<file path="config.mk">
export PLATFORM = sky130hd
export DESIGN_NAME = interrupt_dispatch_round_robin_flat
export DESIGN_NICKNAME = d
export VERILOG_FILES = /design/src/hdl/idrr_pkg.sv /design/src/hdl/idrr_if.sv /design/src/hdl/idrr_scan.sv /design/src/hdl/interrupt_dispatch_round_robin.sv /design/src/flat_wrapper.sv
export SDC_FILE = /design/constraint.sdc
export NUM_CORES = 1
export LEC_CHECK = 0
export BUFFER_PORTS_ARGS = -buffer_cell sky130_fd_sc_hd__buf_4
export CAP_MARGIN = 20
export CORE_ASPECT_RATIO = 1.5
export CORE_MARGIN = 2
export CORE_UTILIZATION = 41
export CTS_BUF_LIST = sky130_fd_sc_hd__clkbuf_4 sky130_fd_sc_hd__clkbuf_8
export CTS_CLUSTER_SIZE = 20
export DETAILED_ROUTE_END_ITERATION = 12
export GPL_TIMING_DRIVEN = 1
export PLACE_DENSITY = 0.63
export SETUP_SLACK_MARGIN = 0.4
export SLEW_MARGIN = 20
export SYNTH_ARGS = -nofsm -noshare
export SYNTH_HDL_FRONTEND = slang
export SYNTH_SLANG_ARGS = --single-unit
</file>
<file path="constraint.sdc">
create_clock -name clk_i -period 5.5 [get_ports clk_i]
set_clock_uncertainty 0.1 [all_clocks]
set_input_delay 0.275 -clock clk_i [delete_from_list [all_inputs] [get_ports clk_i]]
set_output_delay 0.275 -clock clk_i [all_outputs]
set_load 0.02 [all_outputs]
</file>
<file path="src/hdl/idrr_pkg.sv">
// ----------------------------------------------------------------------------
// idrr_pkg
// types, constants and helpers shared by the round-robin interrupt dispatcher
// ----------------------------------------------------------------------------
`default_nettype none

package idrr_pkg;

  localparam int unsigned CpuLines = 8;
  localparam int unsigned NumSrc   = 32;
  localparam int unsigned IdxW     = 5;
  localparam int unsigned NumW     = 6;
  localparam int unsigned NumSlots = 6;
  localparam int unsigned SlotW    = 3;

  localparam logic [IdxW-1:0] PtrMask = 5'h1f;
  localparam logic [2:0]      LineReplaced = 3'd3;

  typedef enum logic [1:0] {
    ST_IDLE,
    ST_SLOT,
    ST_SCAN
  } state_e;

  // sequencer to scan unit
  typedef struct packed {
    logic start;
    logic step;
    logic commit;
  } scan_cmd_t;

  // scan unit to sequencer
  typedef struct packed {
    logic            hit;
    logic [IdxW-1:0] idx;
  } scan_sts_t;

  // dispatch order 7, 2, 3, 4, 5, 6
  function automatic logic [2:0] slot_line(input logic [SlotW-1:0] k);
    logic [2:0] line;
    unique case (k)
      3'd0:    line = 3'd7;
      3'd1:    line = 3'd2;
      3'd2:    line = 3'd3;
      3'd3:    line = 3'd4;
      3'd4:    line = 3'd5;
      3'd5:    line = 3'd6;
      default: line = 3'd0;
    endcase
    return line;
  endfunction

  // active bits rearranged into dispatch order
  function automatic logic [NumSlots-1:0] slot_mask(input logic [CpuLines-1:0] active);
    logic [NumSlots-1:0] m;
    for (int k = 0; k < NumSlots; k++) begin
      m[k] = active[slot_line(SlotW'(k))];
    end
    return m;
  endfunction

endpackage

`default_nettype wire

</file>
<file path="src/hdl/idrr_if.sv">
// ----------------------------------------------------------------------------
// idrr_in_if / idrr_out_if
// valid/ready channels for dispatch requests and dispatch results
// ----------------------------------------------------------------------------
`default_nettype none

interface idrr_in_if;
  logic        valid;
  logic        ready;
  logic [7:0]  cpu_pending;
  logic [7:0]  cpu_enable;
  logic [31:0] internal_pending;

  modport source (output valid, cpu_pending, cpu_enable, internal_pending, input ready);
  modport sink   (input valid, cpu_pending, cpu_enable, internal_pending, output ready);
endinterface

interface idrr_out_if;
  logic       valid;
  logic       ready;
  logic       grant_valid;
  logic [5:0] irq_number;
  logic [7:0] enable_clear;
  logic       last;

  modport source (output valid, grant_valid, irq_number, enable_clear, last, input ready);
  modport sink   (input valid, grant_valid, irq_number, enable_clear, last, output ready);
endinterface

`default_nettype wire

</file>
<file path="src/hdl/idrr_scan.sv">
// ----------------------------------------------------------------------------
// idrr_scan
// round-robin search over the internal pending snapshot, one index a cycle
// ----------------------------------------------------------------------------
`default_nettype none

module idrr_scan
  import idrr_pkg::*;
(
  input  wire logic              clk_i,
  input  wire logic              rst_ni,
  input  wire scan_cmd_t         cmd_i,
  input  wire logic [NumSrc-1:0] ipend_i,
  output scan_sts_t              sts_o
);

  logic [IdxW-1:0] ptr_q, ptr_d;
  logic [IdxW-1:0] idx_q, idx_d;
  logic [IdxW-1:0] idx_inc;

  assign idx_inc = (idx_q + IdxW'(1)) & PtrMask;

  always_comb begin
    ptr_d = ptr_q;
    idx_d = idx_q;
    if (cmd_i.start) begin
      idx_d = ptr_q;
    end else if (cmd_i.step) begin
      idx_d = idx_inc;
    end
    if (cmd_i.commit) begin
      ptr_d = idx_inc;
    end
  end

  always_ff @(posedge clk_i or negedge rst_ni) begin
    if (!rst_ni) begin
      ptr_q <= '0;
    end else begin
      ptr_q <= ptr_d;
    end
  end

  always_ff @(posedge clk_i) begin
    idx_q <= idx_d;
  end

  assign sts_o.hit = ipend_i[idx_q];
  assign sts_o.idx = idx_q;

endmodule

`default_nettype wire

</file>
<file path="src/hdl/interrupt_dispatch_round_robin.sv">
// ----------------------------------------------------------------------------
// interrupt_dispatch_round_robin
// dispatches active cpu lines in order 7,2,3,4,5,6; line 3 is replaced by a
// round-robin pick among the internal controller sources
// ----------------------------------------------------------------------------
//
//  channel     dir  modport  word
//  dispatch_i  in   sink     cpu_pending, cpu_enable, internal_pending
//  result_o    out  source   grant_valid, irq_number, enable_clear, last
//
// one request word yields one to six result words, the last one flagged
// a request is taken only when the sequencer is idle; then the sequencer walks
//   the dispatch slots up to the last active one (six slots), with a scan of
//   the internal sources when line 3 is active with internal bits pending
// the scan unit examines one internal index a cycle from the rr pointer
// a stalled result register holds the sequencer in place, no word is dropped
// reset clears the sequencer, the output valid and the rr pointer
// ----------------------------------------------------------------------------
`default_nettype none

module interrupt_dispatch_round_robin
  import idrr_pkg::*;
#(
  parameter int unsigned INTERNAL_BASE = 8
) (
  input  wire logic   clk_i,
  input  wire logic   rst_ni,
  idrr_in_if.sink     dispatch_i,
  idrr_out_if.source  result_o
);

  // internal numbers wrap at the 6-bit field width
  localparam logic [NumW-1:0] BaseMod = NumW'(INTERNAL_BASE % 64);

  // sequencer state
  state_e               state_q, state_d;
  logic [SlotW-1:0]     k_q, k_d;
  logic [CpuLines-1:0]  active_q, active_d;
  logic [NumSlots-1:0]  sm_q, sm_d;
  logic [NumSrc-1:0]    ipend_q, ipend_d;

  // result register
  logic                 ovalid_q, ovalid_d;
  logic                 ogv_q, ogv_d;
  logic [NumW-1:0]      onum_q, onum_d;
  logic [CpuLines-1:0]  oclr_q, oclr_d;
  logic                 olast_q, olast_d;

  scan_cmd_t            scan_cmd;
  scan_sts_t            scan_sts;

  logic                 in_fire;
  logic                 out_free;
  logic [2:0]           cur_line;
  logic                 is_last;
  logic                 load;

  // ready is high exactly in idle
  assign in_fire  = dispatch_i.valid && (state_q == ST_IDLE);
  // result register can take a new word this cycle
  assign out_free = !ovalid_q || result_o.ready;
  assign cur_line = slot_line(k_q);
  // no active slot after the current one
  assign is_last  = ((sm_q >> k_q) >> 1) == '0;

  always_comb begin
    state_d  = state_q;
    k_d      = k_q;
    active_d = active_q;
    sm_d     = sm_q;
    ipend_d  = ipend_q;
    ogv_d    = ogv_q;
    onum_d   = onum_q;
    oclr_d   = oclr_q;
    olast_d  = olast_q;
    load     = 1'b0;
    scan_cmd = '0;
    dispatch_i.ready = 1'b0;

    unique case (state_q)
      ST_IDLE: begin
        dispatch_i.ready = 1'b1;
        if (in_fire) begin
          active_d = dispatch_i.cpu_pending & dispatch_i.cpu_enable;
          sm_d     = slot_mask(active_d);
          ipend_d  = dispatch_i.internal_pending;
          k_d      = '0;
          state_d  = ST_SLOT;
        end
      end
      ST_SLOT: begin
        if (sm_q == '0) begin
          // nothing to dispatch: single no-grant word
          if (out_free) begin
            load    = 1'b1;
            ogv_d   = 1'b0;
            onum_d  = '0;
            oclr_d  = active_q;
            olast_d = 1'b1;
            state_d = ST_IDLE;
          end
        end else if (!sm_q[k_q]) begin
          k_d = k_q + SlotW'(1);
        end else if (cur_line == LineReplaced && ipend_q != '0) begin
          // line 3 gives way to an internal source
          scan_cmd.start = 1'b1;
          state_d        = ST_SCAN;
        end else if (out_free) begin
          load    = 1'b1;
          ogv_d   = 1'b1;
          onum_d  = NumW'(cur_line);
          oclr_d  = active_q;
          olast_d = is_last;
          if (is_last) begin
            state_d = ST_IDLE;
          end else begin
            k_d = k_q + SlotW'(1);
          end
        end
      end
      ST_SCAN: begin
        if (!scan_sts.hit) begin
          scan_cmd.step = 1'b1;
        end else if (out_free) begin
          load            = 1'b1;
          scan_cmd.commit = 1'b1;
          ogv_d           = 1'b1;
          onum_d          = BaseMod + NumW'(scan_sts.idx);
          oclr_d          = active_q;
          olast_d         = is_last;
          if (is_last) begin
            state_d = ST_IDLE;
          end else begin
            k_d     = k_q + SlotW'(1);
            state_d = ST_SLOT;
          end
        end
      end
      default: begin
        state_d = ST_IDLE;
      end
    endcase

    // valid drops once the word is taken unless a new one is loaded
    if (load) begin
      ovalid_d = 1'b1;
    end else if (result_o.ready) begin
      ovalid_d = 1'b0;
    end else begin
      ovalid_d = ovalid_q;
    end
  end

  always_ff @(posedge clk_i or negedge rst_ni) begin
    if (!rst_ni) begin
      state_q  <= ST_IDLE;
      ovalid_q <= 1'b0;
    end else begin
      state_q  <= state_d;
      ovalid_q <= ovalid_d;
    end
  end

  // payload, no reset needed
  always_ff @(posedge clk_i) begin
    k_q      <= k_d;
    active_q <= active_d;
    sm_q     <= sm_d;
    ipend_q  <= ipend_d;
    ogv_q    <= ogv_d;
    onum_q   <= onum_d;
    oclr_q   <= oclr_d;
    olast_q  <= olast_d;
  end

  // round-robin scan unit for the internal sources
  idrr_scan u_scan (
    .clk_i   (clk_i),
    .rst_ni  (rst_ni),
    .cmd_i   (scan_cmd),
    .ipend_i (ipend_q),
    .sts_o   (scan_sts)
  );

  assign result_o.valid        = ovalid_q;
  assign result_o.grant_valid  = ogv_q;
  assign result_o.irq_number   = onum_q;
  assign result_o.enable_clear = oclr_q;
  assign result_o.last         = olast_q;

endmodule

`default_nettype wire

</file>
<file path="src/flat_wrapper.sv">
// flat-port wrapper written by rule: the top's interface ports become plain ports
module interrupt_dispatch_round_robin_flat import idrr_pkg::*;
#(
  parameter int unsigned INTERNAL_BASE = 8
)
  (clk_i, rst_ni, dispatch_i_valid, dispatch_i_cpu_pending, dispatch_i_cpu_enable, dispatch_i_internal_pending, dispatch_i_ready, result_o_valid, result_o_grant_valid, result_o_irq_number, result_o_enable_clear, result_o_last, result_o_ready);
  idrr_in_if dispatch_i_i ();
  idrr_out_if result_o_i ();
  input  wire logic clk_i;
  input  wire logic rst_ni;
  input wire logic [$bits(dispatch_i_i.valid)-1:0] dispatch_i_valid;
  input wire logic [$bits(dispatch_i_i.cpu_pending)-1:0] dispatch_i_cpu_pending;
  input wire logic [$bits(dispatch_i_i.cpu_enable)-1:0] dispatch_i_cpu_enable;
  input wire logic [$bits(dispatch_i_i.internal_pending)-1:0] dispatch_i_internal_pending;
  output wire logic [$bits(dispatch_i_i.ready)-1:0] dispatch_i_ready;
  output wire logic [$bits(result_o_i.valid)-1:0] result_o_valid;
  output wire logic [$bits(result_o_i.grant_valid)-1:0] result_o_grant_valid;
  output wire logic [$bits(result_o_i.irq_number)-1:0] result_o_irq_number;
  output wire logic [$bits(result_o_i.enable_clear)-1:0] result_o_enable_clear;
  output wire logic [$bits(result_o_i.last)-1:0] result_o_last;
  input wire logic [$bits(result_o_i.ready)-1:0] result_o_ready;
  assign dispatch_i_i.valid = dispatch_i_valid;
  assign dispatch_i_i.cpu_pending = dispatch_i_cpu_pending;
  assign dispatch_i_i.cpu_enable = dispatch_i_cpu_enable;
  assign dispatch_i_i.internal_pending = dispatch_i_internal_pending;
  assign dispatch_i_ready = dispatch_i_i.ready;
  assign result_o_valid = result_o_i.valid;
  assign result_o_grant_valid = result_o_i.grant_valid;
  assign result_o_irq_number = result_o_i.irq_number;
  assign result_o_enable_clear = result_o_i.enable_clear;
  assign result_o_last = result_o_i.last;
  assign result_o_i.ready = result_o_ready;
  interrupt_dispatch_round_robin #(.INTERNAL_BASE(INTERNAL_BASE)) u_core (.clk_i(clk_i), .rst_ni(rst_ni), .dispatch_i(dispatch_i_i), .result_o(result_o_i));
endmodule
</file>
Yosys cells after proc, flatten, opt, wreduce, memory -nomap -nowiden. Cells that the tools add are included.

Flip-flop bits (word level): 78. Logic and storage cells: 156. Output and inout port bits: 18.

Magnitude comparators: 8. $add $sub $neg: 3. Mux-type cells: 93. Bitwise operators: 1. Reduce and logical (&&, ||, !) cells: 19. Eq/ne operators: 19. Shifts and indexed selects: 1.

Operators with widths (number): $mux W3 (19); $mux W6 (7); $mux W8 (5); $mux W1 (34); $reduce_bool A32 Y1 (1); $lt A3 B4 Y1 const B (7); $bmux W1 S3 (7); $mux W2 (10); $pmux W3 S6 (1); $pmux W8 S2 (1); $logic_not A6 Y1 (2); $pmux W6 S2 (1); $mux W5 (2); $reduce_and A5 Y1 (2); $eq A3 B2 Y1 const B (3); $pmux W3 S3 (1); $and A8 B8 Y8 (1); $ne A2 B1 Y1 const B (4); $reduce_and A7 Y1 (1); $add A4 B5 Y6 const A (1); $eq A3 B3 Y1 const B (2); $lt A5 B6 Y1 const B (1); $ne A3 B1 Y1 const B (2); $ne A3 B2 Y1 const B (2); 22 further kinds (27).

Depth between registers and ports, before layout.
Depth in word-level cells: 9. Gate-level depth with buffers: 10.

Modules after synthesis. From an unflattened synthesis, not the netlist that was laid out.

Cells, all modules: 255. Area total of the unflattened synthesis: 3463.3 µm².

By module, submodules not included: interrupt_dispatch_round_robin (instances 1, seq. area each 1846.8 µm², area an instance 2681.3 µm², cells an instance 183); idrr_scan (instances 1, seq. area each 275.3 µm², area an instance 782.0 µm², cells an instance 72).

Least setup slack after synthesis. Ideal clock, no wire load.

Path kind: register to register. Start: register u_core.u_scan.idx_q[1]. End: register u_core.oclr_q[0], in the netlist u_core.result_o.enable_clear[0] (enable). Data arrival time: 2.028 ns. Library setup time: 0.373 ns. Cell stages (with the launch flop): 9. Setup slack: 2.999 ns. Required time: 5.027 ns. Cell sequence: edfxtp_1 > buf_6 > mux2i_1 > a311o_1 > a311oi_2 > a22oi_2 > nand3_4 > nand4_1 > nor2b_1.

Word-level cells in the longest chain between the ends: 4.

RTL lines: start: declaration (RTL line idrr_scan.sv:18) `logic [IdxW-1:0] idx_q, idx_d;`; start signal: assignment (RTL line idrr_scan.sv:45) `idx_q <= idx_d;`; $bmux W1 S5 (RTL line idrr_scan.sv:48) `assign sts_o.hit = ipend_i[idx_q];`; $mux W1 (not written as such) (RTL line idrr_scan.sv:48); $ne A2 B1 Y1 (no source line); $reduce_and A4 Y1 (no source line); end signal: assignment (RTL line interrupt_dispatch_round_robin.sv:172) `oclr_q <= oclr_d;`; end: declaration (RTL line interrupt_dispatch_round_robin.sv:46) `logic [CpuLines-1:0] oclr_q, oclr_d;`.

Every way passes these cells. The select of a mux whose other input is x is not followed. A chain may end at the register's enable or synchronous reset.

Worst setup path in the final report.
Start: register u_core.u_scan.idx_q[1]. End: register u_core.oclr_q[5], in the netlist u_core.result_o.enable_clear[5] (enable).

Same word-level chain as after synthesis.

==> flow_summary.html <==
<table>
<tr><th>Metric</th><th>Value</th></tr>
<tr><th colspan="2">Clock network</th></tr>
<tr><td>Buffer levels on the longest clock path</td><td>2</td></tr>
<tr><td>Gates resized, CTS repair</td><td>0</td></tr>
<tr><td>Root buf cell</td><td>clkbuf_8</td></tr>
<tr><td>Buffer count from post-CTS setup fixing</td><td>0</td></tr>
<tr><td>Number of buffers created by CTS</td><td>9</td></tr>
<tr><td>CTS H-tree lvls</td><td>3</td></tr>
<tr><td>Clock transition at path regs</td><td>0.07 ns</td></tr>
<tr><td>TritonCTS clock tree</td><td>built</td></tr>
<tr><td>Clock latency on the worst-skew pair</td><td>0.35 ns</td></tr>
<tr><td>Number of clock sinks</td><td>72</td></tr>
<tr><td>CTS Hold Bufs</td><td>30</td></tr>
<tr><th colspan="2">Final layout</th></tr>
<tr><td>Signed area change from the synthesized netlist to the final layout</td><td>31.09%</td></tr>
<tr><td>Share of final-layout standard cells stronger than drive strength 1</td><td>0.2981</td></tr>
<tr><td>Count of non-filler cells in the finished layout</td><td>466</td></tr>
<tr><td>Number of nets in the final layout</td><td>417</td></tr>
<tr><td>Number of diodes</td><td>0</td></tr>
<tr><th colspan="2">Pwr</th></tr>
<tr><td>Clock share of power</td><td>0.170</td></tr>
<tr><td>Int Power</td><td>0.001418 W</td></tr>
<tr><td>Part of the total power dissipated in combinational logic</td><td>0.390</td></tr>
<tr><td>IR drop worst, VDD</td><td>0.0002723 V</td></tr>
<tr><td>Power dissipated by switching net loads</td><td>0.0007892 W</td></tr>
<tr><td>Sequential share of power</td><td>0.440</td></tr>
<tr><td>Power consumption</td><td>0.002207 W</td></tr>
<tr><td>Switching power as a share of total power</td><td>0.3576</td></tr>
<tr><td>Total power per unit cell area</td><td>481.9 mW/mm^2</td></tr>
<tr><td>Static leakage</td><td>1.800 nW</td></tr>
<tr><th colspan="2">Placement</th></tr>
<tr><td>Estimated wirelength of the detail-placed design</td><td>4841 microns</td></tr>
<tr><td>Placed cell count</td><td>419</td></tr>
<tr><td>Routability cong.</td><td>0.7867</td></tr>
<tr><td>Quantity of I/O buffers inserted on ports</td><td>69</td></tr>
<tr><th colspan="2">Timing</th></tr>
<tr><td>Final setup vio count</td><td>0</td></tr>
<tr><td>Hold Violations, Final</td><td>0</td></tr>
<tr><td>Final setup TNS</td><td>0 ns</td></tr>
<tr><td>Worst slew margin relative to its limit</td><td>0.4938</td></tr>
<tr><td>Transition at the pin with the smallest max-transition slack</td><td>0.7593 ns</td></tr>
<tr><td>Period minus WS final</td><td>3.075 ns</td></tr>
<tr><td>Setup repair after global routing missed its margin</td><td>no</td></tr>
<tr><td>Max Freq</td><td>325.2 MHz</td></tr>
<tr><td>Number of slew-limit violations in the final report</td><td>0</td></tr>
<tr><td>Share of the clock period used by the worst path</td><td>0.5591</td></tr>
<tr><th colspan="2">Synth</th></tr>
<tr><td>Multiplexer fraction of the synthesized cell area</td><td>0.09456</td></tr>
<tr><td>Number of warnings printed during yosys synthesis</td><td>0</td></tr>
<tr><td>Count of flip-flops with a built-in enable after synthesis</td><td>64</td></tr>
<tr><td>Post-synthesis cell count</td><td>253</td></tr>
<tr><td>Complex-gate fraction of the synthesized area</td><td>0.1046</td></tr>
<tr><td>Synth Area in Simple Gates</td><td>0.1143</td></tr>
<tr><td>Synth cell types</td><td>47</td></tr>
<tr><td>Cell Area, Synth</td><td>0.003493 sq mm</td></tr>
<tr><td>Per-instance average area after synthesis</td><td>13.81 sq um</td></tr>
<tr><td>Post-Synth Adder-Cell Area</td><td>0.03940</td></tr>
<tr><td>Synthesized Nets</td><td>316</td></tr>
<tr><td>Synth Area in XOR/XNOR</td><td>0.007521</td></tr>
<tr><td>Most used flip-flop cell after synthesis</td><td>edfxtp_1</td></tr>
<tr><td>Share of synthesized registers carrying an async set or reset</td><td>0.1111</td></tr>
<tr><td>Dominant combinational cell family by area after synthesis</td><td>simple AND/OR/NAND/NOR gates</td></tr>
<tr><td>Share of synthesized area occupied by flip-flops and latches</td><td>0.6074</td></tr>
<tr><td>Synth Register Bits</td><td>72</td></tr>
<tr><th colspan="2">Hold path</th></tr>
<tr><td>Min-Delay Path Class</td><td>input port to flop</td></tr>
<tr><th colspan="2">Global routing</th></tr>
<tr><td>Overflow left after global routing</td><td>0</td></tr>
<tr><td>Via count of the first global-routing pass</td><td>2326</td></tr>
<tr><td>Largest net degree at the start of global routing</td><td>41</td></tr>
<tr><td>Overall global routing resource usage</td><td>0.1599</td></tr>
<tr><td>Initial antenna violation count</td><td>0</td></tr>
<tr><td>Wire length of the first global-routing pass</td><td>10900 microns</td></tr>
<tr><th colspan="2">Route</th></tr>
<tr><td>Number of routed nets with antenna violations</td><td>0</td></tr>
<tr><td>Max Used Layer</td><td>met4</td></tr>
<tr><td>Avg WL per Cell</td><td>14.83 microns</td></tr>
<tr><td>Total met2 wirelength after detailed routing</td><td>3887 microns</td></tr>
<tr><td>Vias</td><td>2369</td></tr>
<tr><td>Detailed-routing iteration count for the pre-antenna-repair pass</td><td>4</td></tr>
<tr><td>Total Wirelength</td><td>6910 microns</td></tr>
<tr><td>Post-route DRC violation count</td><td>0</td></tr>
<tr><td>Detailed-route wire length on metal 1</td><td>2602 microns</td></tr>
<tr><td>Amount of wire on met3 after detailed routing</td><td>279 microns</td></tr>
<tr><td>Drt initial violations</td><td>154</td></tr>
<tr><td>Via density per instance</td><td>5.084</td></tr>
<tr><th colspan="2">Worst setup path</th></tr>
<tr><td>Crit Path Max Fanout</td><td>19</td></tr>
<tr><td>Worst setup path class</td><td>flop to flop</td></tr>
<tr><td>Data arrival time of the critical path</td><td>2.95 ns</td></tr>
<tr><td>Crit path launch type</td><td>flop</td></tr>
<tr><td>Type of element capturing the critical path</td><td>flop</td></tr>
<tr><td>Critical path data required time</td><td>5.37 ns</td></tr>
<tr><th colspan="2">Floorplanning</th></tr>
<tr><td>Die width</td><td>79.37 microns</td></tr>
<tr><td>Number of placement rows</td><td>41</td></tr>
<tr><td>Height of the chip</td><td>117.1 microns</td></tr>
<tr><td>Initial standard-cell utilization of the core</td><td>0.4178</td></tr>
<tr><td>CORE AREA</td><td>0.008362 sq mm</td></tr>
<tr><td>Area of the die</td><td>0.009290 sq mm</td></tr>
<tr><td>I/O Pins</td><td>70</td></tr>
<tr><th colspan="2">Status</th></tr>
<tr><td>Outcome</td><td>completed</td></tr>
<tr><th colspan="2">Job</th></tr>
<tr><td>Number of violations of the max-capacitance limit</td><td>0</td></tr>
</table>
## path summary, 6_finish.rpt
path                                                  from                               to  slack, ns  cells past startpoint
setup / recovery                    u_core.u_scan.idx_q[1]  u_core.result_o.enable_clear[5]       2.42                      7
hold / removal             dispatch_i_internal_pending[25]               u_core.ipend_q[25]       0.02                      1
setup reg to reg                    u_core.u_scan.idx_q[1]  u_core.result_o.enable_clear[5]       2.42                      7
hold reg to reg                         u_core.active_q[1]  u_core.result_o.enable_clear[1]       0.32                      0
max in group asynchronous                           rst_ni            u_core.result_o.valid       4.99                      2
min in group asynchronous                           rst_ni           u_core.u_scan.ptr_q[1]       0.18                      2
## kinds of logic after synthesis
| family | Yosys count |
|---|---|
| fa+ha+maj | 11 |
| xor+xnor | 3 |
| flops | 72 |
| compound gates | 45 |
| mux | 28 |
| simple gates | 70 |
| buf+inv | 24 |
## Yosys cell counts (2+ instances only)
cell | number | area [sq um]
nand2_1 | 12 | 45.04
a211oi_1 | 5 | 37.54
nor2_1 | 12 | 45.04
buf_2 | 6 | 30.03
dfrtp_1 | 8 | 200.2
nand3_1 | 6 | 30.03
mux2_2 | 3 | 33.78
mux2i_1 | 12 | 120.1
buf_4 | 2 | 15.01
a311oi_1 | 3 | 26.28
a2111oi_0 | 4 | 35.03
nor4_1 | 10 | 62.56
a32o_1 | 2 | 20.02
mux2_4 | 5 | 75.07
ha_1 | 11 | 137.6
o31ai_1 | 2 | 15.01
nand4_1 | 3 | 18.77
o21ai_0 | 6 | 30.03
nor2b_1 | 6 | 37.54
edfxtp_1 | 64 | 1922
nand2b_1 | 4 | 25.02
a21oi_1 | 7 | 35.03
clkbuf_1 | 2 | 7.510
a22oi_1 | 2 | 15.01
and2_1 | 12 | 75.07
inv_1 | 12 | 45.04
nand3_4 | 2 | 35.03
o211ai_1 | 3 | 22.52
xnor2_1 | 2 | 17.52
mux2_1 | 7 | 78.83
nand2_2 | 2 | 12.51
## per-stage QoR
step	util	hold slack, ns	worst slack (ns)	area, sq um
2_1_floorplan	-	-0.1206	2.999	3493
3_3_place_gp	0.4890	0.001393	2.486	4089
3_5_place_dp	0.4890	0.003238	2.437	4089
4_1_cts	0.5465	0.002020	2.401	4569
5_1_grt	0.5477	0.001520	2.199	4579
6_report	0.5477	0.01741	2.425	4579
## worst max-delay path: stages, from the launching register on
cell and delay, ns:
edfxtp_1 0.81, mux2i_1 0.17, a311o_1 0.38, a311oi_2 0.27, a22oi_2 0.16, nand3_4 0.13
nand4_1 0.13, nor2b_1 0.55
## placed cells by master, fill, tap and decap left out, types with 8 or more instances in the layout
cell           instances
and2_1                12
buf_4                 70
clkbuf_8              10
dfrtp_1                8
dlygate4sd3_1         31
edfxtp_1              64
ha_1                  11
inv_1                 12
mux2i_1               12
nand2_1               12
nor2_1                12
nor4_1                10
## power by group through the flow
| stage | Clock [W] | Combinational (W) | Sequential, W |
|---|---|---|---|
| after global routing | 0.000413 | 0.000950 | 0.000996 |
| after floorplan | 0 | 0.000551 | 0.00101 |
| after global placement | 0 | 0.000836 | 0.000980 |
| after CTS | 0.000383 | 0.000866 | 0.000973 |
| final | 0.000375 | 0.000862 | 0.000970 |
| after detailed placement | 0 | 0.000848 | 0.000982 |
## metal layers
layer	global-route usage	up-vias
met5	0	-
met4	0.08851	0
met3	0.03374	11
met2	0.2915	50
met1	0.1712	1135
li1	-	1173
## state kept, by name, indices dropped and copies added (netlist names), 2 cells and up
signal,count
u_core.ipend_q,32
u_core.result_o.enable_clear,8
u_core.result_o.irq_number,6
u_core.sm_q,5
u_core.u_scan.idx_q,5
u_core.u_scan.ptr_q,5
u_core.active_q,3
u_core.k_q,3
u_core.state_q,2
## cell type report
cell class | count | area (sq um)
Fill cell | 694 | 3782
Sequential cell | 72 | 2122
Multi-Input combinational cell | 157 | 1259
Timing Repair Buffer | 101 | 835.8
Clock buffer | 15 | 175.2
Tap cell | 107 | 133.9
Inverter | 13 | 48.80
Clock inverter | 1 | 5.005
No activity file was read; power rests on OpenSTA's default activity.
